## config.mk

```make
export PLATFORM = sky130hd
export DESIGN_NAME = escaped_delimiter_scanner
export DESIGN_NICKNAME = d
export VERILOG_FILES = /design/src/rtl/eds_pkg.sv /design/src/rtl/eds_front.sv /design/src/rtl/eds_queue.sv /design/src/rtl/eds_back.sv /design/src/rtl/escaped_delimiter_scanner.sv
export SDC_FILE = /design/constraint.sdc
export NUM_CORES = 1
export LEC_CHECK = 0
export BUFFER_PORTS_ARGS = -buffer_cell sky130_fd_sc_hd__clkbuf_2
export CORE_MARGIN = 1.5
export CORE_UTILIZATION = 58
export CTS_BUF_LIST = sky130_fd_sc_hd__clkbuf_4 sky130_fd_sc_hd__clkbuf_8
export DETAILED_ROUTE_END_ITERATION = 8
export PLACE_DENSITY = 0.78
export SLEW_MARGIN = 10
export SYNTH_ARGS = -nofsm -noshare
export SYNTH_HDL_FRONTEND = slang
export SYNTH_SLANG_ARGS = --single-unit
```

## constraint.sdc

```tcl
create_clock -name clk -period 6.3 [get_ports clk]
set_input_delay 1.26 -clock clk [delete_from_list [all_inputs] [get_ports clk]]
set_output_delay 1.26 -clock clk [all_outputs]
set_load 0.03 [all_outputs]
```

## src/rtl/eds_pkg.sv

```systemverilog
`timescale 1ns / 1ps
// eds_pkg: types, constants and helpers shared by the escaped delimiter scanner
// depends on nothing

package eds_pkg;

  localparam int CU_W  = 16;  // code unit width
  localparam int LIM_W = 11;  // copy limit register width
  localparam int CNT_W = 12;  // copied / dropped counters and scanned length
  localparam int IDX_W = 3;   // configuration register index width

  localparam int LIM_MAX = 2 ** LIM_W - 1;

  localparam logic [CU_W-1:0]  BACKSLASH     = 16'h005C;
  localparam logic [LIM_W-1:0] LIMIT_RESET   = 11'd1024;

  localparam int Q_DEPTH = 4;
  localparam int Q_AW    = $clog2(Q_DEPTH);

  typedef enum logic [IDX_W-1:0] {
    REG_DELIM_A = 3'd0,
    REG_DELIM_B = 3'd1,
    REG_DELIM_C = 3'd2,
    REG_DELIM_D = 3'd3,
    REG_LIMIT   = 3'd4,
    REG_DROP    = 3'd5
  } reg_idx_e;

  typedef enum logic [1:0] {
    CAUSE_DELIM = 2'd0,
    CAUSE_LIMIT = 2'd1,
    CAUSE_EOS   = 2'd2
  } stop_cause_e;

  typedef struct packed {
    logic [3:0][CU_W-1:0] delim;
    logic [LIM_W-1:0]     copy_limit;
    logic                 drop_escapes;
  } cfg_t;

  typedef struct packed {
    logic [CU_W-1:0]  out_char;
    logic             char_valid;
    logic             scan_done;
    logic [CNT_W-1:0] scanned_length;
    stop_cause_e      stop_cause;
  } result_t;

  // one queue entry: one or two results caused by a single item
  typedef struct packed {
    logic    two;
    result_t r0;
    result_t r1;
  } entry_t;

  function automatic result_t mk_char(input logic [CU_W-1:0] c);
    result_t r;
    r                = '0;
    r.out_char       = c;
    r.char_valid     = 1'b1;
    r.stop_cause     = CAUSE_DELIM;
    return r;
  endfunction

  function automatic result_t mk_end(input logic [CNT_W-1:0] len, input stop_cause_e cause);
    result_t r;
    r                = '0;
    r.scan_done      = 1'b1;
    r.scanned_length = len;
    r.stop_cause     = cause;
    return r;
  endfunction

endpackage

```

## src/rtl/eds_front.sv

```systemverilog
`timescale 1ns / 1ps
// eds_front: scan state and per-item classification into queue entries
// depends on eds_pkg

module eds_front #(
  parameter int MAX_FIELD   = 1024,
  parameter int DELIM_SLOTS = 4
) (
  input  logic                     clk,
  input  logic                     rst_n,
  input  logic                     accept,
  input  logic [eds_pkg::CU_W-1:0] code_unit,
  input  logic                     start_scan,
  input  eds_pkg::cfg_t            cfg,
  output logic                     wr_en,
  output eds_pkg::entry_t          wr_entry
);

  localparam int LIM_CAP = (MAX_FIELD < eds_pkg::LIM_MAX) ? MAX_FIELD : eds_pkg::LIM_MAX;

  logic                      active_r, active_nxt;
  logic                      esc_r, esc_nxt;
  logic [eds_pkg::CNT_W-1:0] copied_r, copied_nxt;
  logic [eds_pkg::CNT_W-1:0] dropped_r, dropped_nxt;

  logic [eds_pkg::LIM_W-1:0] lim;
  logic [eds_pkg::CNT_W-1:0] lim_ext;
  logic                      is_delim;

  assign lim = (cfg.copy_limit > eds_pkg::LIM_W'(LIM_CAP)) ?
               eds_pkg::LIM_W'(LIM_CAP) : cfg.copy_limit;
  assign lim_ext = {1'b0, lim};

  always_comb begin
    is_delim = 1'b0;
    for (int i = 0; i < 4; i++) begin
      if (i < DELIM_SLOTS && cfg.delim[i] != '0 && cfg.delim[i] == code_unit) begin
        is_delim = 1'b1;
      end
    end
  end

  always_comb begin
    logic                      act;
    logic                      esc;
    logic [eds_pkg::CNT_W-1:0] cc;
    logic [eds_pkg::CNT_W-1:0] dr;
    logic                      copied_any;
    act         = start_scan | active_r;
    esc         = start_scan ? 1'b0 : esc_r;
    cc          = start_scan ? '0 : copied_r;
    dr          = start_scan ? '0 : dropped_r;
    copied_any  = 1'b0;
    active_nxt  = active_r;
    esc_nxt     = esc_r;
    copied_nxt  = copied_r;
    dropped_nxt = dropped_r;
    wr_en       = 1'b0;
    wr_entry    = '0;
    if (accept) begin
      active_nxt  = act;
      esc_nxt     = esc;
      copied_nxt  = cc;
      dropped_nxt = dr;
      if (act) begin
        if (cc >= lim_ext) begin
          wr_en       = 1'b1;
          wr_entry.r0 = eds_pkg::mk_end(eds_pkg::CNT_W'(cc + dr), eds_pkg::CAUSE_LIMIT);
          active_nxt  = 1'b0;
          esc_nxt     = 1'b0;
        end else if (code_unit == '0) begin
          wr_en       = 1'b1;
          wr_entry.r0 = eds_pkg::mk_end(eds_pkg::CNT_W'(cc + dr), eds_pkg::CAUSE_EOS);
          active_nxt  = 1'b0;
          esc_nxt     = 1'b0;
        end else if (esc) begin
          wr_en      = 1'b1;
          copied_any = 1'b1;
          esc_nxt    = 1'b0;
          if (cfg.drop_escapes) begin
            dropped_nxt = eds_pkg::CNT_W'(dr + 1'b1);
            copied_nxt  = eds_pkg::CNT_W'(cc + 1'b1);
            wr_entry.r0 = eds_pkg::mk_char(code_unit);
          end else begin
            copied_nxt   = eds_pkg::CNT_W'(cc + 2'd2);
            wr_entry.two = 1'b1;
            wr_entry.r0  = eds_pkg::mk_char(eds_pkg::BACKSLASH);
            wr_entry.r1  = eds_pkg::mk_char(code_unit);
          end
        end else if (code_unit == eds_pkg::BACKSLASH) begin
          esc_nxt = 1'b1;
        end else if (is_delim) begin
          wr_en       = 1'b1;
          wr_entry.r0 = eds_pkg::mk_end(eds_pkg::CNT_W'(cc + dr), eds_pkg::CAUSE_DELIM);
          active_nxt  = 1'b0;
          esc_nxt     = 1'b0;
        end else begin
          wr_en       = 1'b1;
          copied_any  = 1'b1;
          copied_nxt  = eds_pkg::CNT_W'(cc + 1'b1);
          wr_entry.r0 = eds_pkg::mk_char(code_unit);
        end
        // limit reached by this copy: the last copied character ends the scan
        if (copied_any && copied_nxt >= lim_ext) begin
          active_nxt = 1'b0;
          esc_nxt    = 1'b0;
          if (wr_entry.two) begin
            wr_entry.r1.scan_done      = 1'b1;
            wr_entry.r1.scanned_length = eds_pkg::CNT_W'(copied_nxt + dropped_nxt);
            wr_entry.r1.stop_cause     = eds_pkg::CAUSE_LIMIT;
          end else begin
            wr_entry.r0.scan_done      = 1'b1;
            wr_entry.r0.scanned_length = eds_pkg::CNT_W'(copied_nxt + dropped_nxt);
            wr_entry.r0.stop_cause     = eds_pkg::CAUSE_LIMIT;
          end
        end
      end
    end
  end

  always_ff @(posedge clk) begin
    if (!rst_n) begin
      active_r  <= 1'b0;
      esc_r     <= 1'b0;
      copied_r  <= '0;
      dropped_r <= '0;
    end else begin
      active_r  <= active_nxt;
      esc_r     <= esc_nxt;
      copied_r  <= copied_nxt;
      dropped_r <= dropped_nxt;
    end
  end

endmodule

```

## src/rtl/eds_queue.sv

```systemverilog
`timescale 1ns / 1ps
// eds_queue: short entry queue between the front and back parts
// depends on eds_pkg

module eds_queue (
  input  logic            clk,
  input  logic            rst_n,
  input  logic            wr_en,
  input  eds_pkg::entry_t wr_entry,
  input  logic            rd_en,
  output eds_pkg::entry_t rd_entry,
  output logic            q_full,
  output logic            q_empty
);

  eds_pkg::entry_t               mem_r [eds_pkg::Q_DEPTH];
  logic [eds_pkg::Q_AW-1:0]      wr_ptr_r, wr_ptr_nxt;
  logic [eds_pkg::Q_AW-1:0]      rd_ptr_r, rd_ptr_nxt;
  logic [eds_pkg::Q_AW:0]        count_r, count_nxt;

  assign q_full   = (count_r == (eds_pkg::Q_AW + 1)'(eds_pkg::Q_DEPTH));
  assign q_empty  = (count_r == '0);
  assign rd_entry = mem_r[rd_ptr_r];

  always_comb begin
    wr_ptr_nxt = wr_ptr_r;
    rd_ptr_nxt = rd_ptr_r;
    count_nxt  = count_r;
    if (wr_en) begin
      wr_ptr_nxt = (wr_ptr_r == eds_pkg::Q_AW'(eds_pkg::Q_DEPTH - 1)) ?
                   '0 : eds_pkg::Q_AW'(wr_ptr_r + 1'b1);
    end
    if (rd_en) begin
      rd_ptr_nxt = (rd_ptr_r == eds_pkg::Q_AW'(eds_pkg::Q_DEPTH - 1)) ?
                   '0 : eds_pkg::Q_AW'(rd_ptr_r + 1'b1);
    end
    case ({wr_en, rd_en})
      2'b10:   count_nxt = (eds_pkg::Q_AW + 1)'(count_r + 1'b1);
      2'b01:   count_nxt = (eds_pkg::Q_AW + 1)'(count_r - 1'b1);
      default: count_nxt = count_r;
    endcase
  end

  always_ff @(posedge clk) begin
    if (wr_en) begin
      mem_r[wr_ptr_r] <= wr_entry;
    end
  end

  always_ff @(posedge clk) begin
    if (!rst_n) begin
      wr_ptr_r <= '0;
      rd_ptr_r <= '0;
      count_r  <= '0;
    end else begin
      wr_ptr_r <= wr_ptr_nxt;
      rd_ptr_r <= rd_ptr_nxt;
      count_r  <= count_nxt;
    end
  end

endmodule

```

## src/rtl/eds_back.sv

```systemverilog
`timescale 1ns / 1ps
// eds_back: splits queue entries into single results for the output port
// depends on eds_pkg

module eds_back (
  input  logic            clk,
  input  logic            rst_n,
  input  eds_pkg::entry_t head,
  input  logic            head_valid,
  input  logic            pop,
  output logic            head_rd,
  output logic            res_valid,
  output eds_pkg::result_t res
);

  logic sub_r, sub_nxt;
  logic taken;

  assign res_valid = head_valid;
  assign res       = sub_r ? head.r1 : head.r0;
  assign taken     = pop & head_valid;

  always_comb begin
    head_rd = 1'b0;
    sub_nxt = sub_r;
    if (taken) begin
      if (head.two && !sub_r) begin
        sub_nxt = 1'b1;
      end else begin
        sub_nxt = 1'b0;
        head_rd = 1'b1;
      end
    end
  end

  always_ff @(posedge clk) begin
    if (!rst_n) begin
      sub_r <= 1'b0;
    end else begin
      sub_r <= sub_nxt;
    end
  end

endmodule

```

## src/rtl/escaped_delimiter_scanner.sv

```systemverilog
`timescale 1ns / 1ps
// escaped_delimiter_scanner: top level, config registers and the front/queue/back split
// depends on eds_pkg, eds_front, eds_queue, eds_back
//
//   channel   ports                                    handshake
//   input     in_code_unit, in_start_scan              push / full
//   result    out_char, out_char_valid, out_scan_done, empty / pop
//             out_scanned_length, out_stop_cause
//   config    cfg_index, cfg_data                      cfg_valid / cfg_ready
//
// one item is taken per cycle while the queue has room; its results, if any, are
// written into a queue entry and reach the result ports behind any older entries
// the result port moves one result per cycle while pop is high, so an escaped pair
// in keep mode (two results) takes two pops from one entry; the four-entry queue absorbs that
// full rises only when the queue holds four entries; stalls on either side hold
// everything else; reset is synchronous, active low, with no clearing pass

module escaped_delimiter_scanner #(
  parameter int MAX_FIELD   = 1024,
  parameter int DELIM_SLOTS = 4
) (
  input  logic                      clk,
  input  logic                      rst_n,
  // input channel
  input  logic                      push,
  output logic                      full,
  input  logic [eds_pkg::CU_W-1:0]  in_code_unit,
  input  logic                      in_start_scan,
  // result channel
  output logic                      empty,
  input  logic                      pop,
  output logic [eds_pkg::CU_W-1:0]  out_char,
  output logic                      out_char_valid,
  output logic                      out_scan_done,
  output logic [eds_pkg::CNT_W-1:0] out_scanned_length,
  output logic [1:0]                out_stop_cause,
  // configuration channel
  input  logic                      cfg_valid,
  output logic                      cfg_ready,
  input  logic [eds_pkg::IDX_W-1:0] cfg_index,
  input  logic [eds_pkg::CU_W-1:0]  cfg_data
);

  eds_pkg::cfg_t    cfg_r, cfg_nxt;
  logic             accept;
  logic             wr_en;
  eds_pkg::entry_t  wr_entry;
  eds_pkg::entry_t  head;
  logic             q_full;
  logic             q_empty;
  logic             head_rd;
  logic             res_valid;
  eds_pkg::result_t res;

  // config writes are always taken; unknown indexes are dropped
  assign cfg_ready = 1'b1;

  always_comb begin
    cfg_nxt = cfg_r;
    if (cfg_valid) begin
      case (eds_pkg::reg_idx_e'(cfg_index))
        eds_pkg::REG_DELIM_A: cfg_nxt.delim[0]     = cfg_data;
        eds_pkg::REG_DELIM_B: cfg_nxt.delim[1]     = cfg_data;
        eds_pkg::REG_DELIM_C: cfg_nxt.delim[2]     = cfg_data;
        eds_pkg::REG_DELIM_D: cfg_nxt.delim[3]     = cfg_data;
        eds_pkg::REG_LIMIT:   cfg_nxt.copy_limit   = cfg_data[eds_pkg::LIM_W-1:0];
        eds_pkg::REG_DROP:    cfg_nxt.drop_escapes = cfg_data[0];
        default:              cfg_nxt = cfg_r;
      endcase
    end
  end

  always_ff @(posedge clk) begin
    if (!rst_n) begin
      cfg_r.delim        <= '0;
      cfg_r.copy_limit   <= eds_pkg::LIMIT_RESET;
      cfg_r.drop_escapes <= 1'b0;
    end else begin
      cfg_r <= cfg_nxt;
    end
  end

  // an item is taken whenever the queue has a free entry
  assign full   = q_full;
  assign accept = push & ~q_full;

  // front: scan flags and counters, one item per cycle while the queue is not full
  eds_front #(
    .MAX_FIELD   (MAX_FIELD),
    .DELIM_SLOTS (DELIM_SLOTS)
  ) u_front (
    .clk        (clk),
    .rst_n      (rst_n),
    .accept     (accept),
    .code_unit  (in_code_unit),
    .start_scan (in_start_scan),
    .cfg        (cfg_r),
    .wr_en      (wr_en),
    .wr_entry   (wr_entry)
  );

  // queue of result groups between front and back
  eds_queue u_queue (
    .clk      (clk),
    .rst_n    (rst_n),
    .wr_en    (wr_en),
    .wr_entry (wr_entry),
    .rd_en    (head_rd),
    .rd_entry (head),
    .q_full   (q_full),
    .q_empty  (q_empty)
  );

  // back: hands out one result of the head entry per pop
  eds_back u_back (
    .clk        (clk),
    .rst_n      (rst_n),
    .head       (head),
    .head_valid (~q_empty),
    .pop        (pop),
    .head_rd    (head_rd),
    .res_valid  (res_valid),
    .res        (res)
  );

  assign empty              = ~res_valid;
  assign out_char           = res.out_char;
  assign out_char_valid     = res.char_valid;
  assign out_scan_done      = res.scan_done;
  assign out_scanned_length = res.scanned_length;
  assign out_stop_cause     = res.stop_cause;

endmodule

```

==> results of run 1 <==
==> power by group <==
group	switching [uW]	total, uW	internal (uW)
sequential	61.2	2650	2590
combinational	446	723	277
clock	893	2080	1190
total	1400	5460	4060
==> layer usage <==
metal	share of wire (%)	track usage, %	up-vias
met4	2.4	8.47	0
met2	47	44.3	480
li1	-	-	5695
met1	44	38.8	5942
met3	7.0	4.39	80
met5	0	0	-
==> registers in the layout, summed over array words and instances, names as in the netlist, named ones only <==
| signal | cells |
|---|---|
| u_front.copied_r | 12 |
| u_queue.mem_r | 248 |
| u_back.sub_r | 1 |
| u_queue.wr_ptr_r | 2 |
| u_queue.rd_ptr_r | 2 |
| u_queue.count_r | 3 |
| u_front.esc_r | 1 |
| u_front.active_r | 1 |
| u_front.dropped_r | 12 |
| cfg_r | 76 |
==> cell families (layout without fill, tap and decap cells) <==
| group | after synthesis | count (layout) | share of synthesized area, % |
|---|---|---|---|
| compound gates | 219 | 219 | 8.78 |
| simple gates | 604 | 604 | 16.2 |
| other cells | 1 | 1 | 0.0211 |
| flops | 360 | 360 | 54.5 |
| fa+ha+maj | 56 | 56 | 4.01 |
| buf+inv | 114 | 234 | 2.81 |
| xor+xnor | 108 | 108 | 5.32 |
| mux | 69 | 69 | 8.34 |
==> layout by cell type (no fill, tap or decap), types with 6 or more instances in the layout <==
cell type and n:
a21boi_0 85, a21o_1 10, a21oi_1 34, and2_1 22
and3_1 22, buf_4 28, clkbuf_2 74, clkbuf_4 22
clkbuf_8 61, clkinv_1 6, dfxtp_1 110, edfxtp_1 248
ha_1 53, inv_1 26, mux4_2 62, nand2_1 305
nand2b_1 13, nand3_1 13, nand4_1 25, nor2_1 82
nor2b_1 30, nor3_1 16, nor3b_1 11, nor4_1 25
o21a_1 8, o21ai_0 17, o22ai_1 10, or3_1 10
xnor2_1 66, xor2_1 42
==> area by class of cell <==
| cell class | count | area (um2) | area share, % |
|---|---|---|---|
| Clock buffer | 83 | 1000 | 5.09 |
| Inverter | 27 | 101 | 0.513 |
| Tap cell | 390 | 488 | 2.47 |
| Sequential cell | 360 | 9690 | 49.1 |
| Timing Repair Buffer | 105 | 641 | 3.24 |
| Clock inverter | 19 | 210 | 1.06 |
| Multi-Input combinational cell | 1057 | 7610 | 38.5 |
==> worst reg2reg max path, stage by stage (launching register included) <==
cell	delay (ns)
dfxtp_1	0.32
inv_1	0.28
nand2_1	0.21
ha_1	0.32
o21ai_0	0.14
nor4b_1	0.50
nor2_1	0.12
o21ai_1	0.15
nand2_1	0.20
a21o_1	0.36
or3_1	0.41
a21oi_1	0.15
a221oi_1	0.11
ha_1	0.27
a2111oi_0	0.35
a21oi_1	0.15
o41ai_1	0.51
a21oi_2	0.23
nand2_2	0.25
o22ai_1	0.19
==> how the worst max path moves through the flow <==
stage / from / to
after floorplan: in_start_scan / u_queue.mem_r[0][37]
after global placement: in_start_scan / u_queue.mem_r[0][9]
after detailed placement: in_start_scan / u_queue.mem_r[0][13]
after CTS: in_start_scan / u_queue.mem_r[2][13]
after global routing: in_start_scan / u_queue.mem_r[3][38]
final: in_start_scan / u_queue.mem_r[1][41]
==> timing repair <==
item | in CTS | in global routing
setup endpoints to repair | 0 | 8
hold buffers | 0 | 0
resized for setup | 0 | 1
==> stage by stage <==
step	setup WS (ns)	total power, uW	instance area, um2	hold WS [ns]
global route	0.152	5660	19800	0.501
finish	0.481	5460	19800	0.466
global placement	0.0566	3410	18500	0.458
detailed placement	-0.200	3430	18500	0.464
floorplan	0.0228	3210	17800	0.439
CTS	0.429	5500	19700	0.473
==> qor.csv, run 1 <==
stage;metric;value;unit
synthesis;synthTopCellsByArea;edfxtp_1 (42%), dfxtp_1 (13%), mux4_2 (7.9%);
critical_path;critPathTopFamily;compound AO/OA/AOI/OAI gates;
hold_path;min_path_type;flop to flop;
synthesis;syn_area;17800;um2
power_and_ir_drop;powerDensity;276;nW/um2
timing;worst_slew_pin_slew;1.05;ns
synthesis;synthesis.instances;1531;
floorplanning;die_w;178;um
route;via_per_inst;5.98;
layout;drive_above_1_share;18.2;%
cts;cts_max_path_buffers;3;
critical_path;crit_slowest_cell;o41ai_1;
synthesis;synth_edf_count;248;
synthesis;async_flop_share;0;%
critical_path;reg2reg_from;cfg_r[11];
critical_path;end_kind;flop;
cts;numCtsBuffers;56;
critical_path;reg2reg_to;u_queue.mem_r[1][41];
global_routing;grt_max_degree;112;
floorplanning;start_util;59.5;%
timing;drv_slew;0;
route;postRouteAntennaNets;0;
run_status;run_status;finished clean;
cts;cts_setup_buffers;0;
global_routing;grt_pass1_wl;66.4;mm
run;maxCapViolations;0;
timing;setup_tns;0;ns
synthesis;avgSynthCellArea;11.6;um2
synthesis;ys_ff_latch;360;
synthesis;ys_top_cells_by_count;nand2_1 (306), edfxtp_1 (248), dfxtp_1 (112);
synthesis;yosysSeqAreaShare;54.5;%
placed_design;io_buffer_count;74;
critical_path;required;6.61;ns
cts;path_clk_slew;0.06;ns
critical_path;path_depth;19;
critical_path;worst_path_largest_cell_delay;0.51;ns
global_routing;grt_pass1_vias;12000;
floorplanning;die_h;178;um
synthesis;synth.most_common_cell;nand2_1;
route;remaining_drc_errors;0;
critical_path;cp_num_buf_inv;2;
critical_path;worstRegToRegCells;19;
layout;n_antenna_cell;0;
cts;clock-sinks;360;
global_routing;grt-ovfl-total;0;
placed_design;gp_congestion;0.957;
layout;fin_util;66.1;%
floorplanning;rows;63;
hold_path;hold-path-endpoint;cfg_r[4];
critical_path;start_kind;input port;
timing;finalClockSkew;0.0354;ns
hold_path;min_from;cfg_r[4];
synthesis;synth_top_area_cell;edfxtp_1;
route;wl_per_cell;20.8;um
timing;post-route-min-period;5.82;ns
timing;max_freq;172;MHz
route;routed_wl;42.4;mm
critical_path;crit_type;input port to flop;
placed_design;dpl.hpwl;28.5;mm
synthesis;synth_fp_nets;1627;
timing;hold_viol_final;0;
placed_design;place_inst;1939;
timing;setup-violations-final;0;
route;drt_first_pass_iters;5;
power_and_ir_drop;worst_ir_drop_vdd;0.173;mV
power_and_ir_drop;power.leakage;0.00704;uW
global_routing;antenna_found_initial;1;
layout;final_cells;2041;
synthesis;synth_ff_type;edfxtp_1;
critical_path;crit_arrival;6.12;ns
route;routed-via-count;12200;
floorplanning;core_area;29900;um2
critical_path;r2r_setup_slack;0.78;ns
timing;grt_setup_unrepaired;false;
synthesis;synth.top_cell.area_share;41.9;%
timing;slew_headroom;29.2;%
global_routing;grt_usage;27.6;%
hold_path;hold_path_depth;2;
route;dr.first_iter.drc_count;1197;
timing;post-route-period-util;92.4;%
layout;n_fill_cell;2271;
synthesis;synth_cell_type_count;81;
cts;cts_tree;built;
floorplanning;die-area;31700;um2
layout;synthToLayoutAreaGrowth;11.1;%
cts;root_buffer;clkbuf_8;
layout;nNetsFinal;1703;
synthesis;yosysWarningCount;0;
critical_path;worstPathMaxFanout;16;
cts;clk_latency;0.62;ns
critical_path;path_cells;clkbuf_2 -> buf_4 -> nor2b_1 -> ha_1 -> a2111oi_2 -> nor3_2 -> o21ai_1 -> nand2_1 -> a21o_1 -> or3_1 -> a21oi_1 -> a221oi_1 -> ha_1 -> a2111oi_0 -> a21oi_1 -> o41ai_1 -> a21oi_2 -> nand2_2 -> o22ai_1;
cts;htree_levels;2;
floorplanning;ios;76;
No activity file was read; power rests on OpenSTA's default activity.
==> run 2: changes to the inputs <==
Settings changed: RECOVER_POWER set to 50.
==> qor.csv, run 2 (synthesized netlist as in run 1, its figures left out) <==
stage;metric;value;unit;change
run_status;run_status;complete, but fails checks;;
run_status;violations;max-capacitance violations, max-slew violations;;
critical_path;crit_slowest_cell;o41ai_1;;
layout;largest_reg_flops;248;;unchanged
timing;max_freq;172;MHz;+0.23%
critical_path;cp_num_buf_inv;2;;unchanged
global_routing;grt_usage;27.6;%;unchanged
power_and_ir_drop;power.leakage;0.00694;uW;-1.3%
critical_path;crit_type;input port to flop;;
layout;regMostFlops;u_queue.mem_r;;
critical_path;r2r_setup_slack;0.82;ns;+0.04 ns
floorplanning;die-area;31700;um2;unchanged
critical_path;reg2reg_from;cfg_r[11];;
power_and_ir_drop;worst_ir_drop_vdd;0.173;mV;-0.20%
layout;fin_util;65.9;%;-0.21 points
timing;grt_setup_unrepaired;false;;
layout;stdcell_area;19700;um2;-0.31%
timing;slew_headroom;-164;%;-190 points
critical_path;worst_path_largest_cell_delay;0.51;ns;about the same
critical_path;path_cells;clkbuf_2 -> buf_4 -> nor2b_1 -> ha_1 -> a2111oi_2 -> nor3_2 -> o21ai_1 -> nand2_1 -> a21o_1 -> or3_1 -> a21oi_1 -> a221oi_1 -> ha_1 -> a2111oi_0 -> a21oi_1 -> o41ai_1 -> a21oi_2 -> nand2_2 -> o22ai_1;;
cts;clk_latency;0.62;ns;about the same
critical_path;worstRegToRegCells;19;;unchanged
global_routing;grt_max_degree;112;;unchanged
layout;drive_above_1_share;16.7;%;-1.5 points
placed_design;dpl_cell_area;18500;um2;unchanged
placed_design;io_buffer_count;74;;unchanged
critical_path;reg2reg_to;u_queue.mem_r[2][38];;
layout;final_cell_mix;nand2_1 (305), edfxtp_1 (248), dfxtp_1 (110), a21boi_0 (85), nor2_1 (82);;
floorplanning;ios;76;;unchanged
global_routing;grt_pass1_wl;66.4;mm;unchanged
cts;clock-sinks;360;;unchanged
timing;worst_slew_pin_slew;3.96;ns;+2.91 ns
critical_path;setup.worst_path.start;in_start_scan;;
layout;n_antenna_cell;0;;unchanged
cts;htree_levels;2;;unchanged
route;wl_per_cell;20.8;um;-0.16%
global_routing;antenna_found_initial;1;;unchanged
timing;whs;0.468;ns;+0.00209 ns
route;via_per_inst;5.97;;-0.17%
critical_path;crit_arrival;6.10;ns;-0.02 ns
critical_path;path_depth;19;;unchanged
floorplanning;die_w;178;um;unchanged
layout;reg_top3;u_queue.mem_r (248), cfg_r (76);;
cts;cts_tree;built;;
global_routing;grt_pass1_vias;12000;;unchanged
route;postRouteAntennaNets;0;;unchanged
cts;cts_max_path_buffers;3;;unchanged
route;routed_wl;42.4;mm;-0.16%
critical_path;required;6.60;ns;about the same
layout;n_fill_cell;2279;;+0.35%
route;drt_first_pass_iters;5;;unchanged
cts;numCtsBuffers;56;;unchanged
cts;root_buffer;clkbuf_8;;
placed_design;place_inst;1939;;unchanged
power_and_ir_drop;powerDensity;277;nW/um2;+0.22%
route;remaining_drc_errors;0;;unchanged
route;dr.first_iter.drc_count;1260;;+5.3%
timing;post-route-min-period;5.81;ns;-0.0135 ns
cts;path_clk_slew;0.06;ns;about the same
placed_design;gp_congestion;0.957;;unchanged
critical_path;end_kind;flop;;
timing;setup_tns;0;ns;unchanged
global_routing;grt-ovfl-total;0;;unchanged
floorplanning;rows;63;;unchanged
critical_path;worstPathMaxFanout;16;;unchanged
critical_path;critPathTopFamily;compound AO/OA/AOI/OAI gates;;
route;routed-via-count;12200;;-0.17%
critical_path;start_kind;input port;;
hold_path;min_path_type;flop to flop;;
timing;post-route-period-util;92.1;%;-0.21 points
critical_path;crit_path_end;u_queue.mem_r[2][38];;
layout;nNetsFinal;1703;;unchanged
timing;finalClockSkew;0.0318;ns;-0.00353 ns
run;maxCapViolations;3;;+3
floorplanning;start_util;59.5;%;unchanged
timing;hold_viol_final;0;;unchanged
layout;final_cells;2041;;unchanged
timing;setup-violations-final;0;;unchanged
hold_path;min_from;cfg_r[4];;
floorplanning;core_area;29900;um2;unchanged
cts;cts_setup_buffers;0;;unchanged
layout;synthToLayoutAreaGrowth;10.7;%;
timing;drv_slew;219;;+219
layout;final_common_cell;nand2_1;;
placed_design;dpl.hpwl;28.5;mm;unchanged
floorplanning;die_h;178;um;unchanged
run 2: worst reg2reg max path: cells and delay by family, from the launching register on:
kind | cells | cell delay, ns
DFF | 1 | 0.32
AOI/OAI and AO/OA | 10 | 2.33
adders and majority gates | 2 | 0.59
buffers and inverters | 1 | 0.28
and+or+nand+nor | 6 | 1.66
run 2: where the power goes:
part | switching (uW) | internal, uW | leakage (uW) | total [uW]
clock | 893 | 1190 | 0.000639 | 2080
sequential | 60.9 | 2590 | 0.00310 | 2650
combinational | 446 | 272 | 0.00320 | 719
total | 1400 | 4050 | 0.00694 | 5450
run 2: cell type report:
type                       instances  area [um2]  share of cell area, %
multi-input combinational       1057        7610                   38.6
tap                              390         488                   2.48
clock buffer                      83        1000                   5.10
clock inverter                    19         210                   1.07
sequential                       360        9690                   49.2
timing repair buffer             105         587                   2.98
inverter                          27         101                  0.515
run 2: worst min-delay path by stage:
| stage | to | slack (ns) | cells past startpoint |
|---|---|---|---|
| 2_1_floorplan | cfg_r[1] | 0.44 | 2 |
| 3_3_place_gp | cfg_r[10] | 0.46 | 2 |
| 3_5_place_dp | cfg_r[4] | 0.46 | 2 |
| 4_1_cts | cfg_r[4] | 0.47 | 2 |
| 5_1_grt | cfg_r[8] | 0.50 | 2 |
| 6_report | cfg_r[4] | 0.47 | 2 |
run 2: metal layers:
metal,vias to the layer above,routed length [um],part of all wire [%],global-route usage [%]
met3,81,3040,7.2,4.39
met5,-,0,0,0
met2,500,19900,47,44.3
li1,5698,-,-,-
met4,0,1010,2.4,8.47
met1,5897,18400,43,38.8
run 2: timing repair:
action | in CTS | in global routing
gates resized for setup | 0 | 1
setup endpoints to repair | 0 | 8
hold buffers | 0 | 0
run 2: through the flow:
step	setup slack, ns	total power (uW)
after CTS	0.429	5500
final	0.495	5450
after global routing	0.173	5660
after global placement	0.0566	3410
after detailed placement	-0.200	3430
after floorplan	0.0228	3210
==> run 3: changes to the inputs <==
Settings changed: CORE_ASPECT_RATIO set to 0.6, SYNTH_HIERARCHICAL set to 1.
==> qor.csv, run 3 <==
stage;metric;value;unit;change
run_status;run_status;complete, but fails checks;;
run_status;violations;max-capacitance violations, max-slew violations;;
timing;setup-violations-final;0;;unchanged
critical_path;cp_num_buf_inv;5;;+3
layout;n_fill_cell;2334;;+2.4%
critical_path;crit_slowest_cell;nor3b_1;;
floorplanning;die-area;32800;um2;+3.3%
run;maxCapViolations;7;;+4
critical_path;crit_arrival;6.36;ns;+0.26 ns
cts;cts_setup_buffers;0;;unchanged
synthesis;async_flop_share;0;%;unchanged
hold_path;hold_path_depth;2;;unchanged
timing;drv_slew;348;;+59%
cts;clock-sinks;372;;+3.3%
power_and_ir_drop;p_int;4240;uW;+4.6%
critical_path;end_kind;flop;;
global_routing;grt_max_degree;69;;-38%
global_routing;grt_pass1_vias;11800;;-2.0%
critical_path;worst_path_largest_cell_delay;0.54;ns;+0.03 ns
power_and_ir_drop;swShare;27.8;%;+2.1 points
layout;stdcell_area;20200;um2;+2.6%
route;routed-via-count;12200;;+0.049%
synthesis;synthesis.instances;1425;;-6.9%
layout;final_cell_mix;edfxtp_1 (260), nand2_1 (144), dfxtp_1 (109), xnor2_1 (90), mux2i_1 (82);;
route;drt_first_pass_iters;6;;+1
critical_path;critPathTopFamily;simple AND/OR/NAND/NOR gates;;
global_routing;grt_util_met2;39.4;%;-4.9 points
placed_design;dpl.hpwl;32.2;mm;+13%
power_and_ir_drop;switchingPower;1630;uW;+17%
power_and_ir_drop;powerDensity;291;nW/um2;+5.0%
floorplanning;rows;50;;-21%
route;via_per_inst;6.19;;+3.7%
synthesis;yosysWarningCount;6;;+6
layout;fin_util;64.8;%;-1.1 points
synthesis;synth_ff_type;edfxtp_1;;
timing;setup_tns;0;ns;unchanged
floorplanning;core_area;31200;um2;+4.3%
synthesis;synth_fp_nets;1522;;-6.5%
floorplanning;ios;76;;unchanged
placed_design;io_buffer_count;74;;unchanged
route;wl_per_cell;23.9;um;+15%
timing;max_freq;167;MHz;-3.3%
synthesis;yosysSeqAreaShare;54.7;%;+0.25 points
global_routing;grt-ovfl-total;0;;unchanged
cts;path_clk_slew;0.07;ns;about the same
layout;reg_top3;u_queue/mem_r (260), cfg_r (76);;
cts;cts_max_path_buffers;3;;unchanged
layout;nNetsFinal;1609;;-5.5%
critical_path;path_depth;20;;+1
power_and_ir_drop;total_power;5870;uW;+7.7%
layout;drive_above_1_share;19.7;%;+3.0 points
layout;synthToLayoutAreaGrowth;10.0;%;
layout;largest_reg_flops;260;;+4.8%
floorplanning;die_h;141;um;-21%
power_and_ir_drop;clkPwrFrac;35.5;%;-2.7 points
synthesis;synth.most_common_cell;edfxtp_1;;
global_routing;grt_pass1_wl;72.0;mm;+8.5%
cts;numCtsBuffers;54;;-3.6%
power_and_ir_drop;p_comb_share;16.7;%;+3.5 points
power_and_ir_drop;seqPwrFrac;47.8;%;-0.8 points
route;dr.first_iter.drc_count;1335;;+6.0%
critical_path;worstRegToRegCells;20;;+1
critical_path;required;6.65;ns;+0.05 ns
route;routed_wl;47.0;mm;+11%
global_routing;met3_usage;11.1;%;+6.7 points
timing;slew_headroom;-91.8;%;+72 points
layout;n_antenna_cell;0;;unchanged
synthesis;synth_cell_type_count;73;;-9.9%
timing;finalClockSkew;0.0250;ns;-0.00685 ns
placed_design;gp_congestion;0.985;;+3.0%
timing;worst_slew_pin_slew;2.88;ns;-1.09 ns
synthesis;synth.top_cell.area_share;42.5;%;+0.65 points
cts;post_cts_resized;0;;unchanged
power_and_ir_drop;worst_ir_drop_vdd;0.179;mV;+3.5%
cts;ctsHoldBuffers;0;;unchanged
global_routing;grt_usage;29.3;%;+1.7 points
synthesis;avgSynthCellArea;12.9;um2;+11%
layout;multi_input_area;7580;um2;-0.30%
cts;cts_tree;built;;
timing;post-route-min-period;6.01;ns;+0.200 ns
critical_path;r2r_setup_slack;0.58;ns;-0.24 ns
timing;post-route-period-util;95.3;%;+3.2 points
critical_path;start_kind;input port;;
floorplanning;die_w;233;um;+31%
hold_path;min_path_type;flop to flop;;
layout;regMostFlops;u_queue/mem_r;;
synthesis;ys_top_cells_by_count;edfxtp_1 (260), nand2_1 (144), dfxtp_1 (112);;
critical_path;path_cells;clkbuf_2 -> nor2b_1 -> ha_1 -> a211oi_1 -> o2111ai_1 -> a21oi_2 -> o21ai_1 -> clkbuf_1 -> nor2_2 -> clkbuf_1 -> nand4b_1 -> xnor2_1 -> buf_4 -> ha_1 -> inv_1 -> o21ai_0 -> a221oi_1 -> o21ai_2 -> nand3_2 -> nor3b_1;;
cts;htree_levels;2;;unchanged
timing;grt_setup_unrepaired;false;;
synthesis;synth_edf_count;260;;+4.8%
placed_design;dpl_cell_area;19100;um2;+3.1%
route;postRouteAntennaNets;0;;unchanged
synthesis;synth_top_area_cell;edfxtp_1;;
synthesis;synthTopCellsByArea;edfxtp_1 (43%), dfxtp_1 (12%), mux4_2 (8.0%);;
global_routing;use_met1;45.1;%;+6.3 points
synthesis;ys_ff_latch;372;;+3.3%
layout;final_common_cell;edfxtp_1;;
critical_path;crit_type;input port to flop;;
global_routing;antenna_found_initial;0;;-1
cts;clk_latency;0.63;ns;about the same
route;remaining_drc_errors;0;;unchanged
layout;regArea;10100;um2;+3.7%
timing;whs;0.464;ns;-0.00424 ns
power_and_ir_drop;power.leakage;0.00743;uW;+7.1%
cts;root_buffer;clkbuf_8;;
global_routing;top_usage_layer;met1;;
critical_path;worstPathMaxFanout;21;;+5
synthesis;syn_area;18400;um2;+3.2%
floorplanning;start_util;58.9;%;-0.59 points
timing;hold_viol_final;0;;unchanged
==> run 3: layout make-up <==
class / instances / area share, %
Clock inverter: 16 / 0.737
Tap cell: 416 / 2.58
Sequential cell: 372 / 49.8
Timing Repair Buffer: 120 / 3.34
Inverter: 52 / 0.966
Clock buffer: 81 / 5.06
Multi-Input combinational cell: 912 / 37.5
==> run 3: through the flow <==
step                      setup slack, ns  instances
after detailed placement           0.0103       1872
after CTS                           0.672       1969
after global routing               0.0358       1969
after global placement              0.122       1872
after floorplan                     0.304       1425
final                               0.295       1969
==> run 3: cells by family (layout without fill, tap and decap cells) <==
kind of cell               Yosys count  count (layout)  synth area share [%]
AOI/OAI and AO/OA                  143             143                  5.15
xor gates and xnor gates           101             101                  4.89
adders and majority gates           56              56                  3.94
buffers and inverters              141             269                  4.13
DFF                                372             372                  54.7
muxes                              179             179                  15.0
other                                2               2                0.0409
and+or+nand+nor                    431             431                  12.1
==> run 3: final timing paths <==
path,startpoint,end
setup / recovery,in_start_scan,u_queue/mem_r[2][6]
hold / removal,cfg_r[1],cfg_r[1]
setup reg to reg,cfg_r[11],u_queue/mem_r[2][6]
hold reg to reg,cfg_r[1],cfg_r[1]
==> run 3: power groups by stage <==
stage / clock, uW / combinational (uW) / sequential [uW]
finish: 2080 / 981 / 2810
global route: 2200 / 1050 / 2820
CTS: 2100 / 986 / 2810
detailed placement: 0 / 979 / 2860
global placement: 0 / 965 / 2850
floorplan: 0 / 799 / 2790
==> run 3: tightest hold or removal path, cell delays in order (launching register included) <==
cell and delay [ns]:
dfxtp_1 0.31, nand2_1 0.05, mux2i_1 0.06
==> run 3: per-layer routing <==
layer,vias up,part of all wire [%]
met4,0,1.4
met3,73,13
met5,-,0
met1,6006,45
li1,5468,-
met2,635,41
